File: src/hdl/periodic_subscription_timer_table_unit_assert.svh
// Assertion macros for the periodic subscription timer table.
// Depends on nothing; included by the modules that carry assertions.
`ifndef PERIODIC_SUBSCRIPTION_TIMER_TABLE_UNIT_ASSERT_SVH
`define PERIODIC_SUBSCRIPTION_TIMER_TABLE_UNIT_ASSERT_SVH
`ifndef SYNTHESIS
// expr holds at every clock edge out of reset
`define PSTT_ASSERT_ALWAYS(label, clk, rst, expr) \
   label: assert property (@(posedge clk) disable iff (rst) (expr)) \
      else $error("pstt: invariant violated");
// cons holds in the same cycle as ante
`define PSTT_ASSERT_IMPLY(label, clk, rst, ante, cons) \
   label: assert property (@(posedge clk) disable iff (rst) (ante) |-> (cons)) \
      else $error("pstt: implication violated");
// cons holds in the cycle after ante
`define PSTT_ASSERT_NEXT(label, clk, rst, ante, cons) \
   label: assert property (@(posedge clk) disable iff (rst) (ante) |=> (cons)) \
      else $error("pstt: next-cycle check violated");
`else
`define PSTT_ASSERT_ALWAYS(label, clk, rst, expr)
`define PSTT_ASSERT_IMPLY(label, clk, rst, ante, cons)
`define PSTT_ASSERT_NEXT(label, clk, rst, ante, cons)
`endif
`endif

File: src/hdl/pstt_pkg.sv
// Shared types and constants for the periodic subscription timer table.
// No dependencies; used by every module of the block.
package pstt_pkg;

   localparam int SLOTS_DEFAULT = 8;

   localparam int ID_W        = 8;
   localparam int IVL_W       = 16;
   localparam int OP_W        = 3;
   localparam int MODE_W      = 8;
   localparam int STATUS_W    = 2;
   localparam int CSR_INDEX_W = 2;
   localparam int CSR_DATA_W  = 16;

   // operation codes
   localparam logic [OP_W-1:0] OP_SUBSCRIBE   = 3'd0;
   localparam logic [OP_W-1:0] OP_UNSUBSCRIBE = 3'd1;
   localparam logic [OP_W-1:0] OP_CANCEL_ALL  = 3'd2;
   localparam logic [OP_W-1:0] OP_TICK        = 3'd3;
   localparam logic [OP_W-1:0] OP_POP         = 3'd4;

   // rate modes; anything else counts as slow
   localparam logic [MODE_W-1:0] MODE_MEDIUM = 8'd2;
   localparam logic [MODE_W-1:0] MODE_FAST   = 8'd3;

   // register indexes
   localparam logic [CSR_INDEX_W-1:0] CSR_SLOW   = 2'd0;
   localparam logic [CSR_INDEX_W-1:0] CSR_MEDIUM = 2'd1;
   localparam logic [CSR_INDEX_W-1:0] CSR_FAST   = 2'd2;

   localparam logic [IVL_W-1:0] SLOW_RESET   = 16'd1000;
   localparam logic [IVL_W-1:0] MEDIUM_RESET = 16'd300;
   localparam logic [IVL_W-1:0] FAST_RESET   = 16'd100;

   // status codes
   localparam logic [STATUS_W-1:0] STATUS_OK       = 2'd0;
   localparam logic [STATUS_W-1:0] STATUS_FULL     = 2'd1;
   localparam logic [STATUS_W-1:0] STATUS_NONE_DUE = 2'd2;

   // one slot as held in the slot memory
   typedef struct packed {
      logic [ID_W-1:0]  ident;
      logic [IVL_W-1:0] reload;
      logic [IVL_W-1:0] countdown;
   } entry_type;

   // verdict of the slot unit on the slot under the walk
   typedef struct packed {
      logic             hit;
      logic             free;
      logic             wr_en;
      logic             set_due;
      logic [IVL_W-1:0] countdown;
   } alu_out_type;

endpackage

File: src/hdl/pstt_slot_mem.sv
// Slot memory: one write port, one read port with registered read data.
// Depends on pstt_pkg for the entry type.
module pstt_slot_mem #(
   parameter int DEPTH = pstt_pkg::SLOTS_DEFAULT,
   parameter int AW    = 3
) (
   input  logic                clock,
   input  logic                wr_en,
   input  logic [AW-1:0]       wr_addr,
   input  pstt_pkg::entry_type wr_data,
   input  logic [AW-1:0]       rd_addr,
   output pstt_pkg::entry_type rd_data
);

   pstt_pkg::entry_type slot_mem [DEPTH];
   pstt_pkg::entry_type rd_data_ff;

   // write port
   always_ff @(posedge clock) begin
      if (wr_en) begin
         slot_mem[wr_addr] <= wr_data;
      end
   end

   // read port, data registered in the cycle after the address
   always_ff @(posedge clock) begin
      rd_data_ff <= slot_mem[rd_addr];
   end

   assign rd_data = rd_data_ff;

endmodule

File: src/hdl/pstt_slot_alu.sv
// Shared slot unit: identifier compare, due test and countdown step for one slot.
// Depends on pstt_pkg for op codes and the entry and verdict types.
module pstt_slot_alu (
   input  logic [pstt_pkg::OP_W-1:0] op,
   input  logic [pstt_pkg::ID_W-1:0] sub_id,
   input  logic                      slot_valid,
   input  logic                      slot_due,
   input  pstt_pkg::entry_type       entry,
   output pstt_pkg::alu_out_type     result
);

   logic [pstt_pkg::IVL_W-1:0] dec;
   logic                       fire;
   logic                       is_tick;

   // countdown step: saturate at zero, reload when it lands on zero
   assign dec     = (entry.countdown != '0) ? entry.countdown - 1'b1 : '0;
   assign fire    = (dec == '0);
   assign is_tick = (op == pstt_pkg::OP_TICK);

   always_comb begin
      result.free      = !slot_valid;
      result.wr_en     = is_tick && slot_valid;
      result.set_due   = is_tick && slot_valid && fire;
      result.countdown = fire ? entry.reload : dec;
      case (op) inside
         pstt_pkg::OP_SUBSCRIBE, pstt_pkg::OP_UNSUBSCRIBE:
            result.hit = slot_valid && (entry.ident == sub_id);
         pstt_pkg::OP_POP:
            result.hit = slot_valid && slot_due;
         default:
            result.hit = 1'b0;
      endcase
   end

endmodule

File: src/hdl/periodic_subscription_timer_table_unit.sv
// Top level of the periodic subscription timer table: sequencer, slot flags,
// interval registers. Depends on pstt_pkg, pstt_slot_mem, pstt_slot_alu.
//
// Usage:
//  - Commands: present req_op, req_sub_id, req_rate_mode with start; the beat
//    is taken at a clock edge where start is high and busy is low.
//  - Each command gives one result beat: rsp_valid is high for one cycle with
//    rsp_status and rsp_due_id. The receiver cannot stall; the beat must be
//    taken in that cycle.
//  - Subscribe, unsubscribe, tick and pop walk the slot memory one slot per
//    cycle through the shared slot unit, then commit; cancel-all and unknown
//    ops go straight to commit. rsp_valid is registered from the commit state
//    and busy falls with it, so the next command is taken at the edge that
//    takes the result; no new command is taken while one is in flight.
//  - csr_write_enable/csr_index/csr_write_data write the slow, medium or fast
//    interval (index 0, 1, 2), one per write; write only while busy is low.
//  - Reset (synchronous, active high) frees every slot, clears all due flags
//    and loads the interval defaults 1000, 300 and 100. Slot valid bits are
//    flip-flops, so no clearing pass is needed.
`include "periodic_subscription_timer_table_unit_assert.svh"

module periodic_subscription_timer_table_unit #(
   parameter int SLOTS = pstt_pkg::SLOTS_DEFAULT
) (
   input  logic                             clock,
   input  logic                             reset,
   input  logic                             start,
   output logic                             busy,
   input  logic [pstt_pkg::OP_W-1:0]        req_op,
   input  logic [pstt_pkg::ID_W-1:0]        req_sub_id,
   input  logic [pstt_pkg::MODE_W-1:0]      req_rate_mode,
   output logic                             rsp_valid,
   output logic [pstt_pkg::STATUS_W-1:0]    rsp_status,
   output logic [pstt_pkg::ID_W-1:0]        rsp_due_id,
   input  logic                             csr_write_enable,
   input  logic [pstt_pkg::CSR_INDEX_W-1:0] csr_index,
   input  logic [pstt_pkg::CSR_DATA_W-1:0]  csr_write_data
);

   localparam int IDX_W = (SLOTS > 1) ? $clog2(SLOTS) : 1;
   localparam logic [IDX_W-1:0] LAST_IDX = IDX_W'(SLOTS - 1);

   localparam logic [1:0] ST_IDLE   = 2'd0;
   localparam logic [1:0] ST_SCAN   = 2'd1;
   localparam logic [1:0] ST_COMMIT = 2'd2;

   logic [1:0]                          state_ff, state_in;
   logic [pstt_pkg::OP_W-1:0]           op_ff, op_in;
   logic [pstt_pkg::ID_W-1:0]           id_ff, id_in;
   logic [pstt_pkg::IVL_W-1:0]          iv_ff, iv_in;
   logic [IDX_W-1:0]                    idx_ff, idx_in;
   logic                                match_ff, match_in;
   logic [IDX_W-1:0]                    match_idx_ff, match_idx_in;
   logic                                free_ff, free_in;
   logic [IDX_W-1:0]                    free_idx_ff, free_idx_in;
   logic [pstt_pkg::ID_W-1:0]           pop_ident_ff, pop_ident_in;
   logic [SLOTS-1:0]                    valid_ff, valid_in;
   logic [SLOTS-1:0]                    due_ff, due_in;
   logic                                rsp_valid_ff, rsp_valid_in;
   logic [pstt_pkg::STATUS_W-1:0]       rsp_status_ff, rsp_status_in;
   logic [pstt_pkg::ID_W-1:0]           rsp_due_id_ff, rsp_due_id_in;
   logic [pstt_pkg::IVL_W-1:0]          slow_ff, medium_ff, fast_ff;
   logic [pstt_pkg::IVL_W-1:0]          req_interval;

   logic                                wr_en;
   logic [IDX_W-1:0]                    wr_addr;
   pstt_pkg::entry_type                 wr_data;
   logic [IDX_W-1:0]                    rd_addr;
   pstt_pkg::entry_type                 rd_data;
   pstt_pkg::alu_out_type               alu_out;

   // slot storage
   pstt_slot_mem #(
      .DEPTH (SLOTS),
      .AW    (IDX_W)
   ) u_mem (
      .clock   (clock),
      .wr_en   (wr_en),
      .wr_addr (wr_addr),
      .wr_data (wr_data),
      .rd_addr (rd_addr),
      .rd_data (rd_data)
   );

   // shared slot unit, fed the slot under the walk
   pstt_slot_alu u_alu (
      .op         (op_ff),
      .sub_id     (id_ff),
      .slot_valid (valid_ff[idx_ff]),
      .slot_due   (due_ff[idx_ff]),
      .entry      (rd_data),
      .result     (alu_out)
   );

   // interval registers
   always_ff @(posedge clock) begin
      if (reset) begin
         slow_ff   <= pstt_pkg::SLOW_RESET;
         medium_ff <= pstt_pkg::MEDIUM_RESET;
         fast_ff   <= pstt_pkg::FAST_RESET;
      end else if (csr_write_enable) begin
         unique case (csr_index)
            pstt_pkg::CSR_SLOW:   slow_ff   <= csr_write_data;
            pstt_pkg::CSR_MEDIUM: medium_ff <= csr_write_data;
            pstt_pkg::CSR_FAST:   fast_ff   <= csr_write_data;
            default: ;
         endcase
      end
   end

   // interval for the incoming command
   always_comb begin
      case (req_rate_mode)
         pstt_pkg::MODE_MEDIUM: req_interval = medium_ff;
         pstt_pkg::MODE_FAST:   req_interval = fast_ff;
         default:               req_interval = slow_ff;
      endcase
   end

   // sequencer
   always_comb begin
      state_in      = state_ff;
      op_in         = op_ff;
      id_in         = id_ff;
      iv_in         = iv_ff;
      idx_in        = idx_ff;
      match_in      = match_ff;
      match_idx_in  = match_idx_ff;
      free_in       = free_ff;
      free_idx_in   = free_idx_ff;
      pop_ident_in  = pop_ident_ff;
      valid_in      = valid_ff;
      due_in        = due_ff;
      rsp_valid_in  = 1'b0;
      rsp_status_in = pstt_pkg::STATUS_OK;
      rsp_due_id_in = '0;
      wr_en         = 1'b0;
      wr_addr       = idx_ff;
      wr_data.ident     = rd_data.ident;
      wr_data.reload    = rd_data.reload;
      wr_data.countdown = alu_out.countdown;
      rd_addr       = '0;

      unique case (state_ff)
         ST_IDLE: begin
            if (start) begin
               op_in    = req_op;
               id_in    = req_sub_id;
               iv_in    = req_interval;
               idx_in   = '0;
               match_in = 1'b0;
               free_in  = 1'b0;
               case (req_op) inside
                  pstt_pkg::OP_SUBSCRIBE, pstt_pkg::OP_UNSUBSCRIBE,
                  pstt_pkg::OP_TICK, pstt_pkg::OP_POP:
                     state_in = ST_SCAN;
                  default:
                     state_in = ST_COMMIT;
               endcase
            end
         end

         ST_SCAN: begin
            // first matching or due slot
            if (alu_out.hit && !match_ff) begin
               match_in     = 1'b1;
               match_idx_in = idx_ff;
               pop_ident_in = rd_data.ident;
            end
            // first free slot
            if (alu_out.free && !free_ff) begin
               free_in     = 1'b1;
               free_idx_in = idx_ff;
            end
            // tick write-back
            wr_en = alu_out.wr_en;
            if (alu_out.set_due) begin
               due_in[idx_ff] = 1'b1;
            end
            if (idx_ff == LAST_IDX) begin
               state_in = ST_COMMIT;
            end else begin
               idx_in   = idx_ff + 1'b1;
               rd_addr  = idx_ff + 1'b1;
            end
         end

         ST_COMMIT: begin
            rsp_valid_in      = 1'b1;
            state_in          = ST_IDLE;
            wr_data.ident     = id_ff;
            wr_data.reload    = iv_ff;
            wr_data.countdown = iv_ff;
            case (op_ff)
               pstt_pkg::OP_SUBSCRIBE: begin
                  if (id_ff == '0) begin
                     rsp_status_in = free_ff ? pstt_pkg::STATUS_OK : pstt_pkg::STATUS_FULL;
                  end else if (match_ff || free_ff) begin
                     wr_en            = 1'b1;
                     wr_addr          = match_ff ? match_idx_ff : free_idx_ff;
                     valid_in[wr_addr] = 1'b1;
                     due_in[wr_addr]   = 1'b0;
                  end else begin
                     rsp_status_in = pstt_pkg::STATUS_FULL;
                  end
               end
               pstt_pkg::OP_UNSUBSCRIBE: begin
                  if ((id_ff != '0) && match_ff) begin
                     valid_in[match_idx_ff] = 1'b0;
                     due_in[match_idx_ff]   = 1'b0;
                  end
               end
               pstt_pkg::OP_CANCEL_ALL: begin
                  valid_in = '0;
                  due_in   = '0;
               end
               pstt_pkg::OP_POP: begin
                  if (match_ff) begin
                     due_in[match_idx_ff] = 1'b0;
                     rsp_due_id_in        = pop_ident_ff;
                  end else begin
                     rsp_status_in = pstt_pkg::STATUS_NONE_DUE;
                  end
               end
               default: ;
            endcase
         end

         default: state_in = ST_IDLE;
      endcase
   end

   // control registers
   always_ff @(posedge clock) begin
      if (reset) begin
         state_ff     <= ST_IDLE;
         valid_ff     <= '0;
         due_ff       <= '0;
         rsp_valid_ff <= 1'b0;
         match_ff     <= 1'b0;
         free_ff      <= 1'b0;
      end else begin
         state_ff     <= state_in;
         valid_ff     <= valid_in;
         due_ff       <= due_in;
         rsp_valid_ff <= rsp_valid_in;
         match_ff     <= match_in;
         free_ff      <= free_in;
      end
   end

   // payload registers
   always_ff @(posedge clock) begin
      op_ff         <= op_in;
      id_ff         <= id_in;
      iv_ff         <= iv_in;
      idx_ff        <= idx_in;
      match_idx_ff  <= match_idx_in;
      free_idx_ff   <= free_idx_in;
      pop_ident_ff  <= pop_ident_in;
      rsp_status_ff <= rsp_status_in;
      rsp_due_id_ff <= rsp_due_id_in;
   end

   assign busy       = (state_ff != ST_IDLE);
   assign rsp_valid  = rsp_valid_ff;
   assign rsp_status = rsp_status_ff;
   assign rsp_due_id = rsp_due_id_ff;

   // checks
   `PSTT_ASSERT_NEXT(a_rsp_one_cycle, clock, reset, rsp_valid_ff, !rsp_valid_ff)
   `PSTT_ASSERT_NEXT(a_accept_busy, clock, reset, start && !busy, busy)
   `PSTT_ASSERT_NEXT(a_valid_commit_only, clock, reset, state_ff != ST_COMMIT, $stable(valid_ff))
   `PSTT_ASSERT_ALWAYS(a_due_needs_valid, clock, reset, (due_ff & ~valid_ff) == '0)
   `PSTT_ASSERT_IMPLY(a_none_due_zero_id, clock, reset, rsp_valid_ff && rsp_status_ff == pstt_pkg::STATUS_NONE_DUE, rsp_due_id_ff == '0)

endmodule
File: config.mk
export PLATFORM = sky130hd
export DESIGN_NAME = periodic_subscription_timer_table_unit
export DESIGN_NICKNAME = d
export VERILOG_FILES = /design/src/hdl/pstt_pkg.sv /design/src/hdl/pstt_slot_mem.sv /design/src/hdl/pstt_slot_alu.sv /design/src/hdl/periodic_subscription_timer_table_unit.sv
export VERILOG_INCLUDE_DIRS = /design/src /design/src/hdl
export SDC_FILE = /design/constraint.sdc
export NUM_CORES = 1
export LEC_CHECK = 0
export BUFFER_PORTS_ARGS = -buffer_cell sky130_fd_sc_hd__buf_2
export CORE_AREA = 2 2 259 261
export CTS_BUF_LIST = sky130_fd_sc_hd__clkbuf_4
export CTS_CLUSTER_SIZE = 30
export DETAILED_ROUTE_END_ITERATION = 8
export DIE_AREA = 0 0 261 263
export GPL_TIMING_DRIVEN = 0
export PLACE_DENSITY = 0.52
export SYNTH_ARGS = -nofsm -noshare
export SYNTH_HDL_FRONTEND = slang
export SYNTH_SLANG_ARGS = --single-unit
export TNS_END_PERCENT = 20
File: constraint.sdc
create_clock -name clock -period 4.6 [get_ports clock]
set_input_delay 0.92 -clock clock [delete_from_list [all_inputs] [get_ports clock]]
set_output_delay 0.92 -clock clock [all_outputs]
set_load 0.1 [all_outputs]
==> results by group <==
Final layout
  • Area Overhead vs Synth: 17.5%
  • Final Cell Area: 0.0230 mm²
  • Non-filler instance count after layout: 2600
  • Fin nets: 1674
  • Filler cells: 6522
  • Register area: 0.0133 mm²
  • Most frequent cells in the layout: 364 x edfxtp_1, 212 x clkbuf_4, 148 x nand2_1
  • Commonest non-fill, non-tap cell in the layout: edfxtp_1
  • Share of cells above drive strength 1: 21.6%
  • Multi-input gate area: 0.00584 mm²

Critical path
  • Critical-path cell list: clkbuf_1, inv_1, ha_1, clkbuf_1, nor3b_1, xnor2_1, nand4_1, o41ai_4, buf_2, a211oi_1, a21oi_1
  • Crit Path Category: reg -> reg
  • Crit-path max FO: 10
  • Startpoint Class: register
  • CP arrival: 4.74 ns
  • CP delay by family, top: compound AO/OA/AOI/OAI gates
  • CP most frequent cell: clkbuf_1
  • Slowest cell on the critical path: o41ai_4
  • Worst setup EP type: register
  • Delay of the slowest critical-path stage: 0.80 ns
  • CP bufs+invs: 4
  • WP data required: 5.19 ns

Power and ir drop
  • P per Cell Area: 445 mW/mm²
  • Tot Pwr: 10200 µW
  • Worst vdd ir: 0.190 mV
  • Static Leak: 0.00777 µW

Detailed routing
  • DR DRC count: 0
  • 1st-iter DRT viols: 987
  • Detail Route Antenna Nets: 0
  • Vias: 12800
  • Post-Route WL: 52000 µm
  • Via/cell ratio: 4.91
  • WL per Instance: 20.0 µm
  • DR pass1 iterations: 5

Synth
  • Post-synthesis adder-cell area fraction: 0.383%
  • Average size of a mapped cell: 13.6 µm²
  • Mux share of post-synthesis cell area: 7.16%
  • Share of Yosys cell area claimed by the top area cell type: 55.8%
  • Largest family of logic cells by synthesized area: compound AO/OA/AOI/OAI gates
  • Post-synth net total: 1483
  • Mapped cell area: 0.0196 mm²
  • Sequential area share after synthesis: 68.0%
  • Post-Syn Instances: 1436
  • EDFF count, synth: 364
  • Largest area contributor in the netlist: edfxtp_1
  • Asr flop ratio synth: 0%
  • Main synth FF type: edfxtp_1
  • Post-synth cell types: 59
  • Leading post-synthesis cells by cell area: edfxtp_1 56%, dfxtp_1 12%, mux4_2 4.8%
  • Post-synthesis xor/xnor area fraction: 0.849%
  • Synthesized flop and latch total: 483
  • Post-synthesis compound-gate area fraction: 11.1%
  • Total of warnings raised by yosys: 0
  • Synth Area in Simple Gates: 10.0%

Placement
  • Placed cells: 2359
  • Detailed placer's ending HPWL: 35000 µm
  • Placed cell area: 0.0212 mm²
  • Routability Congestion: 0.864
  • IO Port Bufs: 50

Flow run
  • Max-Cap Viols: 0

Clock network
  • Hold buffers post-CTS: 0
  • Clock transition at path regs: 0.06 ns
  • Post CTS Setup Buffer Count: 0
  • Total CTS buffers: 130
  • CTS Root Cell: clkbuf_4
  • H-tree lvl count: 4
  • Post-cts resize count: 0
  • Clock buffer depth: 3
  • Worst-skew pair later-pin latency: 0.95 ns
  • CTS tree: done
  • Clock sinks: 483

GRT
  • Initial antenna violation count: 4
  • Gr usage total: 15.3%
  • Vias in the first global route: 12900
  • Largest net degree at the start of global routing: 28
  • First-pass GRT wire length: 78500 µm
  • GR Overflow Total: 0

Status
  • Status: finished, final reports clean

Timing
  • Least-Margin Pin Slew: 1.23 ns
  • # setup viols final: 0
  • Unrepaired setup endpoints after global routing: no
  • Clock Skews: 0.0520 ns
  • Slew Limit Headroom: 18.1%
  • Fmax: 241 MHz
  • Final Max Tran Viols: 0
  • Clock period minus worst slack: 4.16 ns
  • Hold Violations, Final: 0
  • Final worst path period share: 90.3%

Die
  • Initial core utilization: 29.9%
  • Core region area: 0.0656 mm²
  • Die footprint: 0.0686 mm²
  • Std cell rows: 94
  • # IOs: 53
  • Die Y: 263 µm
  • Die outline width: 261 µm

Hold path
  • Hold WC Path Type: in -> reg
Yosys cell counts (all sizes together), types with 3 or more instances:
| library cell | number |
|---|---|
| edfxtp | 364 |
| nand2 | 148 |
| dfxtp | 119 |
| a21oi | 114 |
| clkbuf | 87 |
| or3 | 82 |
| o211ai | 81 |
| nor2 | 46 |
| a21o | 42 |
| mux4 | 42 |
| o21ai | 39 |
| inv | 28 |
| mux2i | 22 |
| mux2 | 21 |
| nand3b | 17 |
| buf | 14 |
| nor4 | 14 |
| and2 | 13 |
| nor2b | 12 |
| nor3 | 12 |
| xnor2 | 12 |
| a211oi | 10 |
| o21a | 10 |
| nand3 | 9 |
| nand2b | 8 |
| a22oi | 7 |
| xor2 | 7 |
| ha | 6 |
| nand4 | 4 |
| nor3b | 4 |
| or4 | 4 |
| and3b | 3 |
| o2111ai | 3 |
| o211a | 3 |
through the flow:
| stage | hold slack, ns | TNS (ns) | utilization [%] | setup WS [ns] |
|---|---|---|---|---|
| after floorplan | 0.420 | 0 | - | 0.552 |
| after global placement | 0.429 | -491.35 | 31.9 | -1.79 |
| after detailed placement | 0.430 | 0 | 32.3 | 0.489 |
| after CTS | 0.0450 | 0 | 35.0 | 0.471 |
| after global routing | 0.0417 | 0 | 35.1 | 0.268 |
| final | 0.159 | 0 | 35.1 | 0.444 |
layout make-up:
cell class | instances | share of cell area, %
clock inverter | 23 | 0.978
tap | 864 | 4.70
antenna | 6 | 0.0652
timing repair buffer | 59 | 1.97
multi-input combinational | 824 | 25.4
clock buffer | 212 | 6.91
buffer | 101 | 1.73
sequential | 483 | 57.8
inverter | 28 | 0.457
registers in the layout (all words and copies together) (netlist names), 16 cells and up:
register,cells
iv_ff,16
medium_ff,16
u_mem.slot_mem,320
slow_ff,16
fast_ff,16
u_mem.rd_data,40
routing by layer:
| layer | routed length [µm] | GRT usage, % | part of all wire (%) |
|---|---|---|---|
| met4 | 978 | 5.13 | 1.9 |
| met2 | 25100 | 24.3 | 48 |
| met1 | 23000 | 20.2 | 44 |
| met3 | 2870 | 4.12 | 5.5 |
| met5 | 31 | 0 | 0.060 |
cells by family (layout without fill, tap and decap cells):
| group | count (synthesis) | count (layout) |
|---|---|---|
| other cells | 0 | 6 |
| simple gates | 384 | 384 |
| mux | 85 | 85 |
| flops | 483 | 483 |
| xor+xnor | 19 | 19 |
| compound gates | 330 | 330 |
| fa+ha+maj | 6 | 6 |
| buf+inv | 129 | 423 |
power by group:
part | switching, µW | internal, µW
Clock | 1760 | 2360
Combinational | 749 | 321
Sequential | 105 | 4940
path summary, 6_finish.rpt:
check                                       from                   end  slack (ns)  cells after the start
worst max register to register  u_mem.rd_data[0]  u_mem.slot_mem[2][6]        0.44                     11
worst min register to register   pop_ident_ff[1]         rsp_due_id[1]        0.44                      1
worst min-delay path               req_sub_id[0]              id_ff[0]        0.16                      1
worst max-delay path            u_mem.rd_data[0]  u_mem.slot_mem[2][6]        0.44                     11
Note: power is estimated with default switching activity, not from simulation.
